File: config.mk
export PLATFORM = sky130hd
export DESIGN_NAME = utf8_safe_line_truncator_flat
export DESIGN_NICKNAME = d
export VERILOG_FILES = /design/src/rtl/u8trunc_pkg.sv /design/src/rtl/u8trunc_req_if.sv /design/src/rtl/u8trunc_rsp_if.sv /design/src/rtl/u8trunc_line_ram.sv /design/src/rtl/u8trunc_packer.sv /design/src/rtl/utf8_safe_line_truncator.sv /design/src/flat_wrapper.sv
export SDC_FILE = /design/constraint.sdc
export NUM_CORES = 2
export LEC_CHECK = 0
export ABC_AREA = 1
export BUFFER_PORTS_ARGS = -buffer_cell sky130_fd_sc_hd__buf_4
export CAP_MARGIN = 20
export CORE_MARGIN = 2
export CORE_UTILIZATION = 50
export CTS_CLUSTER_SIZE = 16
export DETAILED_ROUTE_END_ITERATION = 8
export HOLD_SLACK_MARGIN = 0.1
export PLACE_DENSITY = 0.72
export SLEW_MARGIN = 25
export SYNTH_ARGS = -nofsm -noshare
export SYNTH_HDL_FRONTEND = slang
export SYNTH_HIERARCHICAL = 1
export SYNTH_SLANG_ARGS = --single-unit
File: constraint.sdc
create_clock -name clock -period 4.07 [get_ports clock]
set_input_delay 1.0175 -clock clock [delete_from_list [all_inputs] [get_ports clock]]
set_output_delay 1.0175 -clock clock [all_outputs]
set_load 0.01 [all_outputs]
File: src/rtl/u8trunc_pkg.sv
// Shared types and constants of the UTF-8 safe line truncator.
package u8trunc_pkg;

   localparam logic [7:0] NEWLINE_BYTE   = 8'h0A;
   localparam logic [7:0] CONT_MASK      = 8'hC0;
   localparam logic [7:0] CONT_TAG       = 8'h80;
   localparam int         MARK_LEN       = 15;
   localparam int         CUT_BACKOFF    = 16;
   localparam int         THRESHOLD_W    = 9;
   localparam logic [THRESHOLD_W-1:0] THRESHOLD_RESET = 9'd256;
   localparam logic [1:0] REG_THRESHOLD  = 2'd0;

   // One byte handed from the sequencer to the packer.
   typedef struct packed {
      logic       valid;
      logic [7:0] data;
      logic       last;
   } push_type;

   // Marker text " \xE2\x80\xA6[truncated]".
   function automatic logic [7:0] mark_byte(input logic [3:0] idx);
      logic [7:0] b;
      case (idx)
         4'd0:    b = 8'h20;
         4'd1:    b = 8'hE2;
         4'd2:    b = 8'h80;
         4'd3:    b = 8'hA6;
         4'd4:    b = 8'h5B;
         4'd5:    b = 8'h74;
         4'd6:    b = 8'h72;
         4'd7:    b = 8'h75;
         4'd8:    b = 8'h6E;
         4'd9:    b = 8'h63;
         4'd10:   b = 8'h61;
         4'd11:   b = 8'h74;
         4'd12:   b = 8'h65;
         4'd13:   b = 8'h64;
         4'd14:   b = 8'h5D;
         default: b = NEWLINE_BYTE;
      endcase
      return b;
   endfunction

endpackage

File: src/rtl/u8trunc_req_if.sv
// Input channel: one text byte per beat.
interface u8trunc_req_if;
   logic       valid;
   logic       ready;
   logic [7:0] data_byte;
   logic       end_of_input;

   modport source (output valid, output data_byte, output end_of_input, input ready);
   modport sink   (input valid, input data_byte, input end_of_input, output ready);
endinterface

File: src/rtl/u8trunc_rsp_if.sv
// Result channel: up to eight packed output bytes per beat.
interface u8trunc_rsp_if;
   logic        valid;
   logic        ready;
   logic [63:0] out_bytes;
   logic [3:0]  byte_count;
   logic        run_end;

   modport source (output valid, output out_bytes, output byte_count, output run_end,
                   input ready);
   modport sink   (input valid, input out_bytes, input byte_count, input run_end,
                   output ready);
endinterface

File: src/rtl/u8trunc_line_ram.sv
// Line buffer: one write port, one registered read port.
module u8trunc_line_ram #(
   parameter int DEPTH = 256,
   parameter int AW    = 8
) (
   input  logic          clock,
   input  logic          wr_en,
   input  logic [AW-1:0] wr_addr,
   input  logic [7:0]    wr_data,
   input  logic [AW-1:0] rd_addr,
   output logic [7:0]    rd_data_ff
);

   logic [7:0] mem [DEPTH];

   always_ff @(posedge clock) begin
      if (wr_en) begin
         mem[wr_addr] <= wr_data;
      end
   end

   always_ff @(posedge clock) begin
      rd_data_ff <= mem[rd_addr];
   end

endmodule

File: src/rtl/u8trunc_packer.sv
// Packs single bytes into 8-byte result beats behind an output register.
module u8trunc_packer (
   input  logic                  clock,
   input  logic                  reset,
   input  u8trunc_pkg::push_type push,
   output logic                  push_ready,
   u8trunc_rsp_if.source         rsp_bus
);

   logic [63:0] word_ff,  word_in;
   logic [3:0]  cnt_ff,   cnt_in;
   logic        full_ff,  full_in;
   logic        last_ff,  last_in;
   logic        out_valid_ff, out_valid_in;
   logic [63:0] out_bytes_ff, out_bytes_in;
   logic [3:0]  out_count_ff, out_count_in;
   logic        out_end_ff,   out_end_in;
   logic        drain;

   assign push_ready = !full_ff;
   assign drain      = full_ff && (!out_valid_ff || rsp_bus.ready);

   always_comb begin
      word_in      = word_ff;
      cnt_in       = cnt_ff;
      full_in      = full_ff;
      last_in      = last_ff;
      out_valid_in = out_valid_ff;
      out_bytes_in = out_bytes_ff;
      out_count_in = out_count_ff;
      out_end_in   = out_end_ff;

      if (out_valid_ff && rsp_bus.ready) begin
         out_valid_in = 1'b0;
      end
      if (drain) begin
         out_valid_in = 1'b1;
         out_bytes_in = word_ff;
         out_count_in = cnt_ff;
         out_end_in   = last_ff;
         word_in      = '0;
         cnt_in       = '0;
         full_in      = 1'b0;
      end else if (push.valid && !full_ff) begin
         for (int b = 0; b < 8; b++) begin
            if (cnt_ff[2:0] == 3'(b)) begin
               word_in[8*b +: 8] = push.data;
            end
         end
         cnt_in  = cnt_ff + 4'd1;
         last_in = push.last;
         full_in = push.last || (cnt_ff == 4'd7);
      end
   end

   always_ff @(posedge clock) begin
      if (reset) begin
         word_ff      <= '0;
         cnt_ff       <= '0;
         full_ff      <= 1'b0;
         last_ff      <= 1'b0;
         out_valid_ff <= 1'b0;
      end else begin
         word_ff      <= word_in;
         cnt_ff       <= cnt_in;
         full_ff      <= full_in;
         last_ff      <= last_in;
         out_valid_ff <= out_valid_in;
      end
      out_bytes_ff <= out_bytes_in;
      out_count_ff <= out_count_in;
      out_end_ff   <= out_end_in;
   end

   assign rsp_bus.valid      = out_valid_ff;
   assign rsp_bus.out_bytes  = out_bytes_ff;
   assign rsp_bus.byte_count = out_count_ff;
   assign rsp_bus.run_end    = out_end_ff;

endmodule

File: src/rtl/utf8_safe_line_truncator.sv
// UTF-8 safe line truncator: top level with the byte sequencer and config port.
//
// Bytes enter on req_bus, one per beat. A byte that does not close a line, or
// any byte of a line tail being dropped, gives no result unless it overflows
// the line. A newline or end_of_input byte releases the buffered line; a byte
// that would push the line past line_threshold, capped at LINE_BYTES, releases
// the first cut bytes, the 15-byte marker and a newline. Results leave on
// rsp_bus, up to eight bytes a beat, run_end on the last beat of the burst.
// A released burst fetches each byte from the line RAM and then pushes it
// into the packer; a truncation first walks back byte by byte from the cut
// point. req_bus is ready only while idle, not during a walk-back or while
// a burst is produced. The packer holds one full word and one output
// register, so a stalled receiver stops the sequencer only once both are
// occupied. Reset clears the line length, the drop flag and all handshake
// state and sets line_threshold to 256; the line RAM is not cleared.
// line_threshold reads at csr_ address 0 and is written at any csr_ address;
// it must be changed by the user only while idle; the block does not enforce it.
module utf8_safe_line_truncator #(
   parameter int LINE_BYTES = 256
) (
   input  logic                clock,
   input  logic                reset,
   u8trunc_req_if.sink         req_bus,
   u8trunc_rsp_if.source       rsp_bus,
   input  logic                csr_psel,
   input  logic                csr_penable,
   input  logic                csr_pwrite,
   input  logic [1:0]          csr_paddr,
   input  logic [31:0]         csr_pwdata,
   output logic [31:0]         csr_prdata,
   output logic                csr_pready
);

   localparam int AW = $clog2(LINE_BYTES);
   localparam int LW = $clog2(LINE_BYTES + 1);
   localparam int CW = $clog2(LINE_BYTES + u8trunc_pkg::CUT_BACKOFF + 1);
   localparam logic [LW-1:0] LIMIT_MAX = LW'(LINE_BYTES);
   localparam logic [9:0]    DEPTH_10  = 10'(LINE_BYTES);
   localparam int TW = u8trunc_pkg::THRESHOLD_W;

   typedef enum logic [1:0] {ST_IDLE, ST_WALK, ST_FETCH, ST_APPEND} state_type;

   state_type       state_ff,   state_in;
   logic [LW-1:0]   len_ff,     len_in;
   logic            discard_ff, discard_in;
   logic [LW-1:0]   walk_ff,    walk_in;
   logic [LW-1:0]   body_ff,    body_in;
   logic            mark_ff,    mark_in;
   logic [CW-1:0]   total_ff,   total_in;
   logic [CW-1:0]   idx_ff,     idx_in;
   logic [TW-1:0]   thr_ff;

   logic [LW-1:0]   limit;
   logic [LW-1:0]   cut0;
   logic [LW-1:0]   walk_dec;
   logic [CW-1:0]   idx_next;
   logic [CW-1:0]   mark_off;
   logic            accept;
   logic            line_end;
   logic            is_cont;
   logic            wr_en;
   logic [AW-1:0]   rd_addr;
   logic [7:0]      rd_data;
   logic            push_ready;
   u8trunc_pkg::push_type push;

   // ---- configuration ----
   always_ff @(posedge clock) begin
      if (reset) begin
         thr_ff <= u8trunc_pkg::THRESHOLD_RESET;
      end else if (csr_psel && csr_penable && csr_pwrite) begin
         thr_ff <= csr_pwdata[TW-1:0];
      end
   end

   assign csr_pready = 1'b1;
   assign csr_prdata = (csr_paddr == u8trunc_pkg::REG_THRESHOLD) ? {{(32-TW){1'b0}}, thr_ff}
                                                                 : '0;

   // ---- sequencer ----
   assign limit    = ({1'b0, thr_ff} > DEPTH_10) ? LIMIT_MAX : LW'(thr_ff);
   assign cut0     = (limit >= LW'(u8trunc_pkg::CUT_BACKOFF))
                   ? limit - LW'(u8trunc_pkg::CUT_BACKOFF) : '0;
   assign walk_dec = walk_ff - LW'(1);
   assign idx_next = idx_ff + CW'(1);
   assign mark_off = idx_ff - CW'(body_ff);
   assign accept   = req_bus.valid && req_bus.ready;
   assign line_end = (req_bus.data_byte == u8trunc_pkg::NEWLINE_BYTE) || req_bus.end_of_input;
   assign is_cont  = (rd_data & u8trunc_pkg::CONT_MASK) == u8trunc_pkg::CONT_TAG;
   assign req_bus.ready = (state_ff == ST_IDLE);

   assign wr_en = accept && !discard_ff && (len_ff < limit);

   always_comb begin
      case (state_ff)
         ST_IDLE: rd_addr = cut0[AW-1:0];
         ST_WALK: rd_addr = walk_dec[AW-1:0];
         default: rd_addr = idx_ff[AW-1:0];
      endcase
   end

   always_comb begin
      push.valid = (state_ff == ST_APPEND);
      push.last  = (idx_next == total_ff);
      if (idx_ff < CW'(body_ff)) begin
         push.data = rd_data;
      end else if (mark_off < CW'(u8trunc_pkg::MARK_LEN)) begin
         push.data = u8trunc_pkg::mark_byte(mark_off[3:0]);
      end else begin
         push.data = u8trunc_pkg::NEWLINE_BYTE;
      end
   end

   always_comb begin
      state_in   = state_ff;
      len_in     = len_ff;
      discard_in = discard_ff;
      walk_in    = walk_ff;
      body_in    = body_ff;
      mark_in    = mark_ff;
      total_in   = total_ff;
      idx_in     = idx_ff;
      case (state_ff)
         ST_IDLE: begin
            if (accept) begin
               if (discard_ff) begin
                  if (line_end) begin
                     discard_in = 1'b0;
                     len_in     = '0;
                  end
               end else if (len_ff >= limit) begin
                  // line overflows: cut back to a character boundary
                  len_in     = '0;
                  discard_in = !line_end;
                  mark_in    = 1'b1;
                  walk_in    = cut0;
                  idx_in     = '0;
                  if (cut0 == '0) begin
                     body_in  = '0;
                     total_in = CW'(u8trunc_pkg::MARK_LEN + 1);
                     state_in = ST_FETCH;
                  end else begin
                     state_in = ST_WALK;
                  end
               end else if (line_end) begin
                  len_in   = '0;
                  mark_in  = 1'b0;
                  body_in  = len_ff + LW'(1);
                  total_in = CW'(len_ff) + CW'(1);
                  idx_in   = '0;
                  state_in = ST_FETCH;
               end else begin
                  len_in = len_ff + LW'(1);
               end
            end
         end
         ST_WALK: begin
            if (is_cont) begin
               walk_in = walk_dec;
               if (walk_dec == '0) begin
                  body_in  = '0;
                  total_in = CW'(u8trunc_pkg::MARK_LEN + 1);
                  state_in = ST_FETCH;
               end
            end else begin
               body_in  = walk_ff;
               total_in = CW'(walk_ff) + CW'(u8trunc_pkg::MARK_LEN + 1);
               state_in = ST_FETCH;
            end
         end
         ST_FETCH: begin
            state_in = ST_APPEND;
         end
         ST_APPEND: begin
            if (push_ready) begin
               idx_in   = idx_next;
               state_in = push.last ? ST_IDLE : ST_FETCH;
            end
         end
         default: begin
            state_in = ST_IDLE;
         end
      endcase
   end

   always_ff @(posedge clock) begin
      if (reset) begin
         state_ff   <= ST_IDLE;
         len_ff     <= '0;
         discard_ff <= 1'b0;
      end else begin
         state_ff   <= state_in;
         len_ff     <= len_in;
         discard_ff <= discard_in;
      end
      walk_ff  <= walk_in;
      body_ff  <= body_in;
      mark_ff  <= mark_in;
      total_ff <= total_in;
      idx_ff   <= idx_in;
   end

   u8trunc_line_ram #(
      .DEPTH (LINE_BYTES),
      .AW    (AW)
   ) u_line_ram (
      .clock      (clock),
      .wr_en      (wr_en),
      .wr_addr    (len_ff[AW-1:0]),
      .wr_data    (req_bus.data_byte),
      .rd_addr    (rd_addr),
      .rd_data_ff (rd_data)
   );

   u8trunc_packer u_packer (
      .clock      (clock),
      .reset      (reset),
      .push       (push),
      .push_ready (push_ready),
      .rsp_bus    (rsp_bus)
   );

   // ---- checks ----
   a_discard_empty: assert property (@(posedge clock) disable iff (reset)
      discard_ff |-> (len_ff == '0))
      else $error("line length nonzero while dropping a line tail");

   a_len_bound: assert property (@(posedge clock) disable iff (reset)
      len_ff <= LIMIT_MAX)
      else $error("line length beyond buffer depth");

   a_idx_range: assert property (@(posedge clock) disable iff (reset)
      (state_ff == ST_FETCH || state_ff == ST_APPEND) |-> (idx_ff < total_ff))
      else $error("burst index past burst length");

   a_beat_count: assert property (@(posedge clock) disable iff (reset)
      rsp_bus.valid |-> (rsp_bus.byte_count != 4'd0 && rsp_bus.byte_count <= 4'd8))
      else $error("result beat with bad byte count");

   a_mark_mark: assert property (@(posedge clock) disable iff (reset)
      (state_ff == ST_WALK) |=> (mark_ff && !req_bus.ready))
      else $error("walk-back left without a marked burst");

endmodule
File: src/flat_wrapper.sv
// flat-port wrapper written by rule: the top's interface ports become plain ports
module utf8_safe_line_truncator_flat 
#(
   parameter int LINE_BYTES = 256
)
  (clock, reset, csr_psel, csr_penable, csr_pwrite, csr_paddr, csr_pwdata, csr_prdata, csr_pready, req_bus_valid, req_bus_data_byte, req_bus_end_of_input, req_bus_ready, rsp_bus_valid, rsp_bus_out_bytes, rsp_bus_byte_count, rsp_bus_run_end, rsp_bus_ready);
  u8trunc_req_if req_bus_i ();
  u8trunc_rsp_if rsp_bus_i ();
  input  logic clock;
  input  logic reset;
  input  logic csr_psel;
  input  logic csr_penable;
  input  logic csr_pwrite;
  input  logic [1:0] csr_paddr;
  input  logic [31:0] csr_pwdata;
  output logic [31:0] csr_prdata;
  output logic csr_pready;
  input wire logic [$bits(req_bus_i.valid)-1:0] req_bus_valid;
  input wire logic [$bits(req_bus_i.data_byte)-1:0] req_bus_data_byte;
  input wire logic [$bits(req_bus_i.end_of_input)-1:0] req_bus_end_of_input;
  output wire logic [$bits(req_bus_i.ready)-1:0] req_bus_ready;
  output wire logic [$bits(rsp_bus_i.valid)-1:0] rsp_bus_valid;
  output wire logic [$bits(rsp_bus_i.out_bytes)-1:0] rsp_bus_out_bytes;
  output wire logic [$bits(rsp_bus_i.byte_count)-1:0] rsp_bus_byte_count;
  output wire logic [$bits(rsp_bus_i.run_end)-1:0] rsp_bus_run_end;
  input wire logic [$bits(rsp_bus_i.ready)-1:0] rsp_bus_ready;
  assign req_bus_i.valid = req_bus_valid;
  assign req_bus_i.data_byte = req_bus_data_byte;
  assign req_bus_i.end_of_input = req_bus_end_of_input;
  assign req_bus_ready = req_bus_i.ready;
  assign rsp_bus_valid = rsp_bus_i.valid;
  assign rsp_bus_out_bytes = rsp_bus_i.out_bytes;
  assign rsp_bus_byte_count = rsp_bus_i.byte_count;
  assign rsp_bus_run_end = rsp_bus_i.run_end;
  assign rsp_bus_i.ready = rsp_bus_ready;
  utf8_safe_line_truncator #(.LINE_BYTES(LINE_BYTES)) u_core (.clock(clock), .reset(reset), .req_bus(req_bus_i), .rsp_bus(rsp_bus_i), .csr_psel(csr_psel), .csr_penable(csr_penable), .csr_pwrite(csr_pwrite), .csr_paddr(csr_paddr), .csr_pwdata(csr_pwdata), .csr_prdata(csr_prdata), .csr_pready(csr_pready));
endmodule
==> results.toml <==
[sta]
maxSlewViolCount = 0
rsz0062_at_grt = "false"
hold_ws_ns = 0.403
hold_viol_final = 0
setup_viol = 0
min_period_over_period_pct = 96.4
worst_slew_pin_slew_ns = 1.13
layout_setup_ws_ns = 0.148
finalClockSkew_ns = 0.0467
max_slew_margin_pct = 24.9
layout_min_cycle_time_ns = 3.92
setup-tns-final_ns = 0
max_freq_mhz = 255

[synthesis]
syn-cell-area_um2 = 93000
yosys_warnings = 6
synth_top_area_cell = "edfxtp_1"
synthFlopType = "edfxtp_1"
ys_top_cells_by_area = "edfxtp_1, nand3_1, nand2_1, dfxtp_1, buf_2"
ys_ff_latch = 2249
synth-edff-count = 2149
syn_area_per_cell_um2 = 11.5
yosysTopAreaCellShare_pct = 69.4
synth-seq-area-share_pct = 71.5
netlist_instances = 8110
ys_async_sr_fraction_pct = 0
ys_types = 51

[pwr]
power.switching_mw = 22.1
p_int_mw = 42.0
power.density_nw_per_um2 = 611
peakVddDrop_v = 0.000650
power_leakage_nw = 37.2
switching_share_pct = 34.5
clockPowerShare_pct = 30.3
p_comb_share_pct = 29.6
seqPwrFrac_pct = 40.1

[global_routing]
antenna_found_initial = 2
grt_util_all_layers_pct = 24.9
grt_pass1_wl_mm = 362
grt_max_degree = 155
grt_pass1_vias = 60300
overflow = 0

[floorplanning]
std_cell_rows = 158
die_area_um2 = 190000
core_area_um2 = 185000
die_y_um = 435
ioPinCount = 154
die_w_um = 435
initial_core_util_pct = 50.2

[drt]
vias = 63300
top_layer = "met5"
routedWlPerCell_um = 22.0
via_per_inst = 5.79
totalWireLength_mm = 241
firstDrtPassIters = 9
drtIter0Drc = 8071
dr_wl_met2_mm = 114
postRouteAntennaNets = 0
drt-met1-wl_mm = 92.6
dr_wl_met3_mm = 24.2
drc = 0

[place]
dp_slack_ns = 0.220
gp_congestion = 0.907
hpwl_mm = 142
numPortBuffers = 106
post-place-cells = 10500

[finish]
drive_gt1_share_pct = 9.83
final_cell_mix = "nand2_1, edfxtp_1, nand3_1"
seq_area_um2 = 66500
finalNetCount = 8365
area_growth_pct = 12.8
fin_util_pct = 56.7
multi_input_area_um2 = 23300
n_antenna_cell = 0
nFillCells = 14600
final_common_cell = "nand2_1"
final_cells = 10900

[worst_hold_path]
hold_depth = 3
hp-class = "in -> reg"

[clock_tree]
cts_buffers = 214
clkSlewWorstSetupHoldPaths_ns = 0.06
clock_path_buffers = 3
cts_root_buffer = "clkbuf_16"
cts_tree = "yes"
clock_latency_ns = 0.86
h-tree-depth = 4
clkSinkCount = 2249

[worst_setup_path]
crit_fanout = 48
critPathRequiredTime_ns = 4.84
end_kind = "flip-flop"
critPathKind = "reg -> reg"
critPathArrivalTime_ns = 4.70
cp-start-kind = "flip-flop"
r2r_cells = 19

[outcome]
status = "finished, final reports clean"

[run]
maxCapViolations = 0
==> final cells by class <==
class                   instances  area share (%)
clock buffers                 262            5.30
clock inverters               129            1.22
inverters                     145           0.559
multi-input cells            5191            22.2
flip-flops and latches       2249            63.4
well taps                    2480            2.96
repair buffers                477            4.41
==> cells in the mapped netlist, types with 3 or more instances <==
library cell / number
buf_6: 18
nor2_4: 6
buf_1: 43
o221ai_1: 6
nand2_1: 2385
nand3b_1: 8
buf_2: 288
nand3_1: 2075
buf_4: 77
a21oi_2: 3
inv_1: 134
nor3_1: 7
ha_1: 36
xnor2_1: 4
nand3_2: 3
dfxtp_1: 100
nand4_1: 46
xor2_1: 8
nor2_1: 366
nor2_8: 3
clkbuf_1: 119
a21oi_1: 97
edfxtp_1: 2149
or2_2: 4
nand2_2: 4
inv_2: 7
nor2_2: 3
o21ai_0: 78
==> final timing paths <==
path	from	to	slack, ns
setup / recovery	u_core/thr_ff[8]	u_core/u_line_ram/rd_data_ff[2]	0.15
hold reg to reg	u_core/u_packer/word_ff[0]	u_core/u_packer/rsp_bus.out_bytes[0]	0.43
hold / removal	csr_pwdata[8]	u_core/thr_ff[8]	0.40
setup reg to reg	u_core/thr_ff[8]	u_core/u_line_ram/rd_data_ff[2]	0.15
==> sequential cells by signal, indices dropped and copies added (netlist names), 9 cells and up <==
signal / flops
u_core/u_line_ram/mem: 2048
u_core/u_packer/word_ff: 64
u_core/walk_ff: 9
u_core/thr_ff: 9
u_core/u_packer/rsp_bus.out_bytes: 64
u_core/len_ff: 9
u_core/body_ff: 9
u_core/idx_ff: 9
==> critical path, stage by stage (launching register included) <==
cell and delay [ns]:
dfxtp_1 0.36, inv_2 0.14, buf_4 0.18, nand2_1 0.15, nand4_1 0.17, nand2_1 0.20
o221ai_4 0.43, buf_12 0.29, buf_4 0.17, buf_12 0.21, nand2_1 0.08, nand3_1 0.11
nand3_1 0.11, nand3_1 0.14, nand3_1 0.21, nand3_1 0.29, nand3_1 0.12, nand2_1 0.19
nand2_1 0.09, nand2_1 0.16
==> timing repair <==
item	4_1_cts	5_1_grt
hold buffers	0	0
gates resized for setup	0	9
setup buffers	0	4
setup endpoints to repair	0	8
==> per-stage QoR <==
step | cell area [um^2] | total power, mW
final | 105000 | 64.2
after global routing | 105000 | 66.7
after CTS | 105000 | 63.8
after detailed placement | 98000 | 44.5
after global placement | 98000 | 44.3
after floorplan | 93100 | 38.0
==> power groups by stage <==
stage	combinational, mW	clock, mW	sequential [mW]
after global placement	18.0	0	26.2
after floorplan	11.8	0	26.1
after global routing	20.4	20.6	25.7
after detailed placement	18.3	0	26.2
final	19.0	19.4	25.7
after CTS	18.4	19.7	25.7
==> cell families after synthesis <==
logic type / count (synthesis) / synth area share [%]
simple gates: 4915 / 23.0
xor+xnor: 13 / 0.130
other cells: 2 / 0.00807
compound gates: 202 / 1.19
flops: 2249 / 71.5
buf+inv: 692 / 3.67
fa+ha+maj: 37 / 0.506
==> layer usage <==
layer	vias to the layer above	global-route usage, %
met5	-	0
met4	2	10.5
met3	551	4.74
met2	3412	40.1
met1	30400	33.2
li1	28900	-
Power figures use the tool's default switching activity.
